==> config.mk <==
export PLATFORM = sky130hd
export DESIGN_NAME = tlog_ctrl
export DESIGN_NICKNAME = d
export VERILOG_FILES = /design/src/tlog_pkg.sv /design/src/tlog_ctrl.sv
export SDC_FILE = /design/constraint.sdc
export NUM_CORES = 1
export LEC_CHECK = 0
export ABC_CLOCK_PERIOD_IN_PS = 3700
export BUFFER_PORTS_ARGS = -buffer_cell sky130_fd_sc_hd__buf_2
export CORE_UTILIZATION = 50
export CTS_CLUSTER_DIAMETER = 60
export DETAILED_ROUTE_END_ITERATION = 10
export PLACE_DENSITY = 0.77
export REMOVE_ABC_BUFFERS = 1
export SLEW_MARGIN = 40
export SYNTH_ARGS = -nofsm -noshare
export SYNTH_HDL_FRONTEND = slang
export SYNTH_SLANG_ARGS = --single-unit
==> constraint.sdc <==
create_clock -name clk_i -period 3.7 [get_ports clk_i]
set_clock_uncertainty 0.15 [all_clocks]
set_input_delay 0.555 -clock clk_i [delete_from_list [all_inputs] [get_ports clk_i]]
set_output_delay 0.555 -clock clk_i [all_outputs]
set_load 0.01 [all_outputs]
==> src/tlog_pkg.sv <==
// Shared types and codes for the triggered three-channel logger.
// Used by tlog_ctrl, tlog_store and triggered_three_channel_logger; no dependencies.
package tlog_pkg;

  typedef enum logic [1:0] {
    ACT_TICK = 2'd0,
    ACT_ARM  = 2'd1,
    ACT_FREE = 2'd2,
    ACT_READ = 2'd3
  } action_e;

  typedef enum logic [1:0] {
    MODE_FREE = 2'd0,
    MODE_WAIT = 2'd1,
    MODE_TRIG = 2'd2,
    MODE_DONE = 2'd3
  } mode_e;

  typedef enum logic {
    CFG_TRIGGER_LEVEL = 1'b0,
    CFG_PRESCALE      = 1'b1
  } cfg_idx_e;

  localparam int unsigned CfgWidth   = 16;
  localparam int unsigned IndexWidth = 8;

  // Per-beat control result handed from the sequencer to the datapath.
  typedef struct packed {
    logic  we;
    logic  logged;
    mode_e mode;
  } ctrl_out_t;

endpackage

==> src/tlog_ctrl.sv <==
// Capture sequencer: mode, prescaler, trigger edge detect and write position.
// Depends on tlog_pkg.
module tlog_ctrl #(
  parameter int unsigned LOG_DEPTH        = 256,
  parameter int unsigned PRETRIGGER_DEPTH = 20,
  parameter int unsigned SAMPLE_WIDTH     = 16,
  localparam int unsigned PosWidth        = $clog2(LOG_DEPTH)
) (
  input  logic                           clk_i,
  input  logic                           rst_ni,
  input  logic                           fire_i,
  input  tlog_pkg::action_e              action_i,
  input  logic signed [SAMPLE_WIDTH-1:0] trig_i,
  input  logic signed [tlog_pkg::CfgWidth-1:0] level_i,
  input  logic [tlog_pkg::CfgWidth-1:0]  prescale_i,
  output tlog_pkg::ctrl_out_t            ctrl_o,
  output logic [PosWidth-1:0]            wr_pos_o,
  output logic [PosWidth-1:0]            pos_next_o
);

  localparam int unsigned CntWidth = PosWidth + 9;

  tlog_pkg::mode_e                 mode_q, mode_d;
  logic signed [SAMPLE_WIDTH-1:0]  prev_q, prev_d;
  logic [tlog_pkg::CfgWidth-1:0]   skip_q, skip_d;
  logic [PosWidth-1:0]             pos_q, pos_d;

  logic [tlog_pkg::CfgWidth-1:0]   skip_inc;
  logic                            pre_fires;
  logic                            crossing;
  logic [CntWidth-1:0]             pos_inc;
  logic                            pos_at_end;
  logic                            is_tick;

  assign is_tick    = (action_i == tlog_pkg::ACT_TICK);
  assign skip_inc   = skip_q + 1'b1;
  assign pre_fires  = (skip_inc >= prescale_i);
  assign crossing   = (33'(trig_i) > 33'(level_i)) && (33'(prev_q) < 33'(level_i));
  assign pos_inc    = CntWidth'(pos_q) + 1'b1;
  assign pos_at_end = (pos_inc >= CntWidth'(LOG_DEPTH));

  // Next state
  always_comb begin
    mode_d = mode_q;
    prev_d = prev_q;
    skip_d = skip_q;
    pos_d  = pos_q;
    if (fire_i) begin
      unique case (action_i)
        tlog_pkg::ACT_TICK: begin
          prev_d = trig_i;
          if (mode_q != tlog_pkg::MODE_DONE) begin
            skip_d = pre_fires ? '0 : skip_inc;
          end
          unique case (mode_q)
            tlog_pkg::MODE_WAIT: begin
              if (crossing) begin
                mode_d = tlog_pkg::MODE_TRIG;
              end
              if (pre_fires) begin
                if (pos_at_end ||
                    (!crossing && pos_inc == CntWidth'(PRETRIGGER_DEPTH))) begin
                  pos_d = '0;
                end else begin
                  pos_d = pos_inc[PosWidth-1:0];
                end
              end
            end
            tlog_pkg::MODE_TRIG: begin
              if (pre_fires) begin
                if (pos_at_end) begin
                  pos_d  = '0;
                  mode_d = tlog_pkg::MODE_DONE;
                end else begin
                  pos_d = pos_inc[PosWidth-1:0];
                end
              end
            end
            tlog_pkg::MODE_FREE: begin
              if (pre_fires) begin
                pos_d = pos_at_end ? '0 : pos_inc[PosWidth-1:0];
              end
            end
            default: begin
            end
          endcase
        end
        tlog_pkg::ACT_ARM: begin
          mode_d = tlog_pkg::MODE_WAIT;
          pos_d  = '0;
        end
        tlog_pkg::ACT_FREE: begin
          mode_d = tlog_pkg::MODE_FREE;
          pos_d  = '0;
        end
        default: begin
        end
      endcase
    end
  end

  // Outputs
  always_comb begin
    ctrl_o.we     = fire_i && is_tick && (mode_q != tlog_pkg::MODE_DONE) && pre_fires;
    ctrl_o.logged = ctrl_o.we;
    ctrl_o.mode   = mode_d;
    wr_pos_o      = pos_q;
    pos_next_o    = pos_d;
  end

  always_ff @(posedge clk_i or negedge rst_ni) begin
    if (!rst_ni) begin
      mode_q <= tlog_pkg::MODE_FREE;
      prev_q <= '0;
      skip_q <= '0;
      pos_q  <= '0;
    end else begin
      mode_q <= mode_d;
      prev_q <= prev_d;
      skip_q <= skip_d;
      pos_q  <= pos_d;
    end
  end

  a_pos_in_range: assert property (@(posedge clk_i) disable iff (!rst_ni)
    CntWidth'(pos_q) < CntWidth'(LOG_DEPTH))
    else $error("write position beyond store depth");

  a_done_holds_on_tick: assert property (@(posedge clk_i) disable iff (!rst_ni)
    fire_i && is_tick && mode_q == tlog_pkg::MODE_DONE |=>
      mode_q == tlog_pkg::MODE_DONE && $stable(pos_q) && $stable(skip_q))
    else $error("captured state left by a tick");

endmodule

* After elaboration in Yosys (flattened, before gate mapping)
Index checks and enable logic that the tools add are counted.
Widths: inputs -> output; s select.
** Word-level totals
- Latch bits :: 0
- Logic and storage cells :: 43
- RAM bits :: 0
- Output and inout bits :: 20
- Memories kept :: 0
- Input bits :: 53
- ROM bits :: 0
- Register bits after elaboration :: 42
** Operators by class
- Order comparisons :: 4
- Div/mod/pow operators :: 0
- $mul :: 0
- $add $sub $neg :: 2
- Equality and inequality tests :: 6
- Reduce and logical (&&, ||, !) cells :: 13
- Shift-type cells :: 0
- Bitwise gates (word level) :: 0
- Mux-type cells :: 14
** Operators by type and width (number)
- $mux 8 :: 5
- $pmux 8 s2 :: 2
- $add 16x1->16 const B :: 1
- $ge 16x16->1 :: 1
- $gt 16x16->1 :: 1
- $lt 16x16->1 :: 1
- $mux 16 :: 1
- $add 8x1->9 const B :: 1
- $eq 9x5->1 const B :: 1
- $ge 9x9->1 const B :: 1
- $mux 2 :: 4
- $pmux 2 s3 :: 1
- $logic_and 1x1->1 :: 5
- $eq 2x1->1 const B :: 2
- $eq 2x2->1 const B :: 2
- $logic_not 2->1 :: 2
- $pmux 2 s2 :: 1
- $reduce_or 2->1 :: 2
- $reduce_and 3->1 :: 1
- $ne 2x2->1 const B :: 1
- $reduce_and 2->1 :: 1
- $logic_not 1->1 :: 1
- $logic_or 1x1->1 :: 1

* Logic depth before layout (Yosys ltp)
Gate-level depths: netlist of the first run.
- Depth after elaboration :: 10
- Mapped depth :: 17
- Gate-level depth less buffers :: 16

* Worst setup path before layout of the first run
OpenSTA, ideal clock, no wires.
- Path kind :: reg-to-output
- Start point :: register skip_q[6] (netlist name)
- End point :: output port pos_next_o[3]
- Setup slack :: -0.310 ns
- Arrival time :: 3.305 ns
- Buffers on the path :: 1
- Stages on the path, launching flop included :: 17
- Required time :: 2.995 ns
- Cell sequence :: dfrtp_1 -> and3_1 -> and3_2 -> and3_2 -> and3_1 -> and3_1 -> xor2_1 -> ha_1 -> nand2_1 -> o21ai_0 -> a21oi_1 -> nor2_2 -> clkbuf_1 -> nand4_1 -> nand3_1 -> nand2_1 -> a21o_1
** Between the ends
- Cells in the longest elaborated chain, start to end :: 6
- Elaborated cells on any way between the ends :: 7
- Those cells by class :: 1 x add/sub; 1 x order compare; 5 x mux
** RTL lines
- start: declaration :: line tlog_ctrl.sv:25 : logic [tlog_pkg::CfgWidth-1:0] skip_q, skip_d;
- start signal: assignment :: line tlog_ctrl.sv:120 : skip_q <= skip_d;
- $add 16x1->16 (*) :: line tlog_ctrl.sv:36 : assign skip_inc = skip_q + 1'b1;
- $ge 16x16->1 (*) :: line tlog_ctrl.sv:37 : assign pre_fires = (skip_inc >= prescale_i);
- $mux 8 (on tied branches) :: line tlog_ctrl.sv:70, tlog_ctrl.sv:60
- $pmux 8 s2 (*) :: line tlog_ctrl.sv:55 : unique case (mode_q)
- $pmux 8 s2 (*) :: line tlog_ctrl.sv:49 : unique case (action_i)
- $mux 8 (*) :: line tlog_ctrl.sv:48 : if (fire_i) begin
- end: declaration :: line tlog_ctrl.sv:18 : output logic [PosWidth-1:0] pos_next_o
Every way passes the cells marked *; elsewhere a longest branch is shown, timed or not.

* Worst setup path in the final report of the first run
- Start point :: register skip_q[2] (netlist name)
- End point :: output port pos_next_o[4]
Same word-level chain as after synthesis.

==> flow_summary_export.csv, run 1 <==
group,metric,value,unit
outcome,status,"finished, violations left",
outcome,failed_checks,"negative setup slack",
route,avgRoutedWirePerCell,14.4,um
route,drc,0,
die,dieWidth,85.3,um
sta,worst_pin_slew,0.579,ns
clock_tree,cts_buffers,5,
finish,fin_nets,612,
placement,gp_congestion,0.900,
die,coreArea,6760,um^2
clock_tree,clkLatencyLatePin,0.30,ns
sta,relSlewSlack,60.8,%
worst_setup_path,required,2.99,ns
worst_setup_path,crit-reg2reg-launch,"skip_q[2]$_DFFE_PN0P_",
yosys,synth-main-ff-cell,"dfrtp_1",
sta,maxSlewViolCount,0,
grt,antenna_found_initial,0,
clock_tree,cts_sinks,42,
power,internal_power,0.912,mW
worst_setup_path,rrSetupSlack,0.27,ns
yosys,synth_common_cells,"ha_1, dfrtp_1, o21ai_0",
power,pwr-share-comb,37.4,%
placement,place_ws,-0.277,ns
power,peakVddDrop,0.196,mV
sta,hold_violations,0,
route,drt_wl_total,8380,um
die,io_pins,73,
route,dr.pass1.iters,4,
route,vias,3283,
yosys,synthCells,393,
die,fp.dieH,85.3,um
power,p_leak,2.36,nW
power,p_per_area,309,nW/um^2
yosys,yosys.cell_types.count,51,
route,ant_nets,0,
grt,overflow,0,
power,pwr-share-seq,40.8,%
flow_run,cap_violations,0,
yosys,yosysMostFrequentCell,"ha_1",
placement,io_buffers,72,
route,drt-initial-drc-count,129,
yosys,yosys_register_bits,42,
worst_setup_path,start_kind,"register",
power,pwr-share-clk,21.9,%
min_path,hold_path.class,"input port to async pin",
grt,grt_pass1_vias,3171,
finish,instances_no_fill,584,
worst_setup_path,r2r.worst_path.cells,18,
clock_tree,clock-root-buffer,"clkbuf_8",
worst_setup_path,r2r-end,"wr_pos_o[4]$_DFF_PN0_",
placement,dp_cells,570,
sta,holdWs,0.0902,ns
finish,fin_util,65.6,%
finish,stdcell_area,4430,um^2
clock_tree,clkTransAtPathRegs,0.08,ns
yosys,syn_area_per_cell,8.83,um^2
grt,grt_pass1_wl,13900,um
finish,multi_input_area,2380,um^2
finish,syn2layout_area_growth,27.6,%
worst_setup_path,critPathCaptureType,"output pin",
finish,seq_area,1050,um^2
placement,hpwl,6250,um
finish,diodes,0,
yosys,yosysTopAreaCell,"dfrtp_1",
yosys,syn-cell-area,3470,um^2
yosys,yosysSeqAreaShare,30.3,%
sta,min_period,4.18,ns
power,sw_frac_of_total,33.4,%
yosys,synth_edf_count,0,
yosys,synthTopCellsByArea,"dfrtp_1, ha_1, o21ai_0, mux2_2, nand2_1",
finish,layout-drive-gt1-share,34.3,%
power,finalPower,1.37,mW
finish,nFillCells,547,
clock_tree,hold_buffers,0,
route,drt-vias-per-instance,5.62,
clock_tree,cts_buffer_depth,2,
sta,rsz0062_at_grt,"true",
yosys,synthArstFlopShare,100,%
clock_tree,cts_tree,"done",
yosys,synth_top_cell_area_share,30.3,%
worst_setup_path,worstSetupPathType,"register to output pin",
sta,period_share,113,%
sta,max_freq,0.239,GHz
sta,setup_viol,11,
die,rows,30,
grt,track_usage,23.8,%
worst_setup_path,cp.arrival,3.48,ns
sta,finalSetupTns,-3.70,ns
grt,grt_max_degree,43,
placement,placed_cell_area,4150,um^2
die,initial_utilization,51.4,%
power,p_switching,0.458,mW
sta,fin_ws,-0.484,ns
yosys,yosysWarnings,0,
clock_tree,htreeDepth,2,
worst_setup_path,worst-path-max-fanout,5,
die,die-area,7280,um^2
critical path: stages, from the launching register on:
cell and delay, ns:
dfrtp_1 0.40, buf_4 0.14, buf_4 0.14, nand3_2 0.09
nor2_2 0.05, and3_4 0.17, and3_1 0.19, and3_1 0.19
xor2_1 0.15, ha_1 0.30, nand4_1 0.12, a21oi_2 0.14
a21oi_2 0.09, buf_4 0.14, nor4_2 0.34, o31ai_2 0.12
a21oi_1 0.15, o22ai_1 0.11, buf_2 0.15
how the worst max path moves through the flow:
stage,from,to,slack [ns],depth (start not counted)
2_1_floorplan,skip_q[6]$_DFFE_PN0P_,pos_next_o[5],-0.57,13
5_1_grt,skip_q[1]$_DFFE_PN0P_,pos_next_o[6],-0.65,18
3_3_place_gp,skip_q[6]$_DFFE_PN0P_,pos_next_o[6],-0.18,17
3_5_place_dp,skip_q[6]$_DFFE_PN0P_,pos_next_o[4],-0.28,17
6_report,skip_q[2]$_DFFE_PN0P_,pos_next_o[4],-0.48,18
4_1_cts,skip_q[4]$_DFFE_PN0P_,pos_next_o[4],-0.47,17
placed cells by master, fill, tap and decap left out, types with 6 or more instances in the layout:
cell,count
buf_2,71
ha_1,53
dfrtp_1,42
inv_1,39
nand2_1,39
buf_4,38
o21ai_0,33
mux2_2,16
nand3_1,13
a21oi_1,13
o21ai_1,12
nor2_1,11
xor2_1,9
a21o_1,7
nor3_1,7
clkbuf_8,6
what timing repair did:
item / CTS / global route
resized for setup: 21 / 20
buffers inserted: 4 / 5
pin swaps: 11 / 17
endpoints found under the setup margin: 11 / 11
power by group through the flow:
stage | sequential, mW | clock [mW] | combinational (mW)
CTS | 0.555 | 0.307 | 0.466
finish | 0.559 | 0.300 | 0.512
global route | 0.567 | 0.323 | 0.578
detailed placement | 0.562 | 0 | 0.452
floorplan | 0.561 | 0 | 0.286
global placement | 0.559 | 0 | 0.439
kinds of logic after synthesis:
logic type,after synthesis,synth area share [%]
adders and majority gates,54,19.5
and+or+nand+nor,117,18.1
AOI/OAI and AO/OA,104,18.4
xor gates and xnor gates,14,3.53
buffers and inverters,46,5.08
muxes,16,5.19
DFF,42,30.3
area by class of cell:
class	instances	share of cell area [%]
well taps	80	2.26
flip-flops and latches	42	23.7
inverters	39	3.30
repair buffers	112	15.2
clock buffers	6	1.86
multi-input cells	305	53.6
registers in the layout (all words and copies together), names as in the netlist:
name,flops
mode_q,2
prev_q,16
skip_q,16
wr_pos_o,8
per-layer routing:
| layer | vias up | track usage, % | wire length (um) |
|---|---|---|---|
| li1 | 1640 | - | - |
| met1 | 1543 | 30.7 | 3860 |
| met2 | 88 | 41.3 | 4010 |
| met3 | 12 | 3.99 | 388 |
| met4 | 0 | 6.67 | 128 |
| met5 | - | 0 | 0 |
Power figures use the tool's default switching activity.
==> run 2: changes to the inputs <==
--- a/config.mk
+++ b/config.mk
@@ -5,13 +5,15 @@
 export SDC_FILE = /design/constraint.sdc
 export NUM_CORES = 1
 export LEC_CHECK = 0
-export ABC_CLOCK_PERIOD_IN_PS = 3700
+export ABC_CLOCK_PERIOD_IN_PS = 3880
 export BUFFER_PORTS_ARGS = -buffer_cell sky130_fd_sc_hd__buf_2
-export CORE_UTILIZATION = 50
+export CORE_UTILIZATION = 56
 export CTS_CLUSTER_DIAMETER = 60
 export DETAILED_ROUTE_END_ITERATION = 10
-export PLACE_DENSITY = 0.77
+export PLACE_DENSITY = 0.81
 export REMOVE_ABC_BUFFERS = 1
+export SETUP_SLACK_MARGIN = 0.15
+export SKIP_CTS_REPAIR_TIMING = 1
 export SLEW_MARGIN = 40
 export SYNTH_ARGS = -nofsm -noshare
 export SYNTH_HDL_FRONTEND = slang
==> constraint.sdc (replaced) <==
create_clock -name clk_i -period 3.88 [get_ports clk_i]
set_clock_uncertainty 0.15 [all_clocks]
set_input_delay 0.582 -clock clk_i [delete_from_list [all_inputs] [get_ports clk_i]]
set_output_delay 0.582 -clock clk_i [all_outputs]
set_load 0.01 [all_outputs]
==> flow_summary_export.csv, run 2 (same netlist as run 1, synthesis figures left out) <==
group,metric,value,unit
die,fp.dieH,80.7,um
die,coreArea,5960,um^2
power,p_per_area,306,nW/um^2
clock_tree,clock-root-buffer,"clkbuf_8",
clock_tree,clkLatencyLatePin,0.30,ns
grt,grt_max_degree,43,
route,ant_nets,0,
worst_setup_path,max_stage_delay,0.41,ns
clock_tree,clkTransAtPathRegs,0.08,ns
die,io_pins,73,
finish,layout_commonest_cell,"buf_2",
finish,fin_util,73.6,%
route,drt-vias-per-instance,5.82,
power,peakVddDrop,0.225,mV
route,drc,0,
route,drt-initial-drc-count,92,
worst_setup_path,worst_path_max_delay_cell,"dfrtp_1",
worst_setup_path,rrSetupSlack,0.36,ns
grt,grt_pass1_vias,3147,
clock_tree,cts_sinks,42,
route,drt_wl_total,8650,um
power,internal_power,0.899,mW
sta,relSlewSlack,61.7,%
worst_setup_path,required,3.15,ns
clock_tree,cts_buffers,5,
worst_setup_path,cp.arrival,3.52,ns
worst_setup_path,worstPathCellList,"nand2_1 -> nor2_2 -> and3_4 -> and3_4 -> and3_4 -> and3_4 -> xor2_1 -> ha_1 -> a21oi_2 -> o21ai_2 -> a211oi_2 -> nor2_2 -> buf_6 -> o21ai_0 -> o22a_1 -> a21o_1 -> buf_2",
power,p_leak,2.33,nW
die,dieWidth,80.7,um
sta,period_share,110,%
grt,grt_pass1_wl,13800,um
sta,worst_pin_slew,0.567,ns
worst_setup_path,cpMostUsedCell,"and3_4",
worst_setup_path,path_delay_family,"simple AND/OR/NAND/NOR gates",
finish,stdcell_area,4380,um^2
flow_run,cap_violations,0,
worst_setup_path,path_buf_inv,2,
finish,syn2layout_area_growth,26.2,%
placement,gp_congestion,0.897,
min_path,hold_path.class,"input port to async pin",
route,vias,3343,
die,initial_utilization,58.3,%
clock_tree,htreeDepth,2,
worst_setup_path,worst-path-max-fanout,8,
finish,layout_common_cells,"buf_2, ha_1, dfrtp_1",
power,pwr-share-comb,34.3,%
placement,io_buffers,72,
finish,diodes,0,
outcome,failed_checks,"negative setup slack",
worst_setup_path,critPathCaptureType,"output pin",
sta,hold_violations,0,
grt,overflow,0,
worst_setup_path,r2r-end,"skip_q[13]$_DFFE_PN0P_",
placement,placed_cell_area,4120,um^2
route,avgRoutedWirePerCell,15.1,um
die,rows,28,
sta,min_period,4.25,ns
power,pwr-share-clk,26.0,%
route,dr.pass1.iters,4,
sta,rsz0062_at_grt,"true",
die,die-area,6520,um^2
sta,setup_viol,9,
worst_setup_path,r2r.worst_path.cells,16,
grt,antenna_found_initial,0,
finish,fin_nets,605,
sta,max_freq,0.235,GHz
grt,track_usage,27.5,%
finish,layout-drive-gt1-share,32.5,%
placement,hpwl,6500,um
worst_setup_path,start_kind,"register",
sta,fin_ws,-0.374,ns
worst_setup_path,worstSetupPathType,"register to output pin",
clock_tree,cts_buffer_depth,2,
power,p_switching,0.442,mW
outcome,status,"finished, violations left",
power,pwr-share-seq,39.7,%
power,sw_frac_of_total,33.0,%
sta,holdWs,0.110,ns
sta,maxSlewViolCount,0,
worst_setup_path,crit-reg2reg-launch,"skip_q[1]$_DFFE_PN0P_",
clock_tree,cts_tree,"done",
## run 2: how the worst max path moves through the flow
stage	from	cells past startpoint	slack (ns)	end
2_1_floorplan	skip_q[6]$_DFFE_PN0P_	13	-0.41	pos_next_o[5]
3_3_place_gp	skip_q[6]$_DFFE_PN0P_	17	0.001	ctrl_o[0]
3_5_place_dp	skip_q[6]$_DFFE_PN0P_	17	-0.11	pos_next_o[4]
4_1_cts	skip_q[6]$_DFFE_PN0P_	17	-0.44	pos_next_o[4]
5_1_grt	skip_q[1]$_DFFE_PN0P_	18	-0.57	pos_next_o[2]
6_report	skip_q[1]$_DFFE_PN0P_	17	-0.37	pos_next_o[3]
## run 2: cell type report
cell class,instances,area (um^2)
well taps,75,93.8
clock buffers,6,72.6
clock inverters,2,37.5
inverters,39,146
repair buffers,105,622
flip-flops and latches,42,1050
multi-input cells,305,2360
fillers,454,1580
## run 2: power by group through the flow
stage                     clock network [mW]  registers (mW)  logic (mW)
after CTS                              0.357           0.531       0.443
after floorplan                            0           0.535       0.272
after global placement                     0           0.536       0.413
after global routing                   0.377           0.540       0.523
final                                  0.349           0.533       0.460
after detailed placement                   0           0.537       0.438
## run 2: layer usage
layer	vias up	global-route usage [%]	wire length, um
li1	1629	-	-
met1	1602	33.1	3720
met2	100	50.2	4400
met3	12	4.61	390
met4	0	8.21	138
met5	-	0	0
## run 2: metrics by stage
step / total power, mW / setup TNS [ns] / cells / worst slack [ns]
6_report: 1.34 / -2.87 / 574 / -0.374
5_1_grt: 1.44 / -4.69 / 574 / -0.567
4_1_cts: 1.33 / -4.12 / 571 / -0.443
3_5_place_dp: 0.975 / -0.681 / 563 / -0.107
3_3_place_gp: 0.948 / 0 / 563 / 0.00105
2_1_floorplan: 0.808 / -2.17 / 386 / -0.415
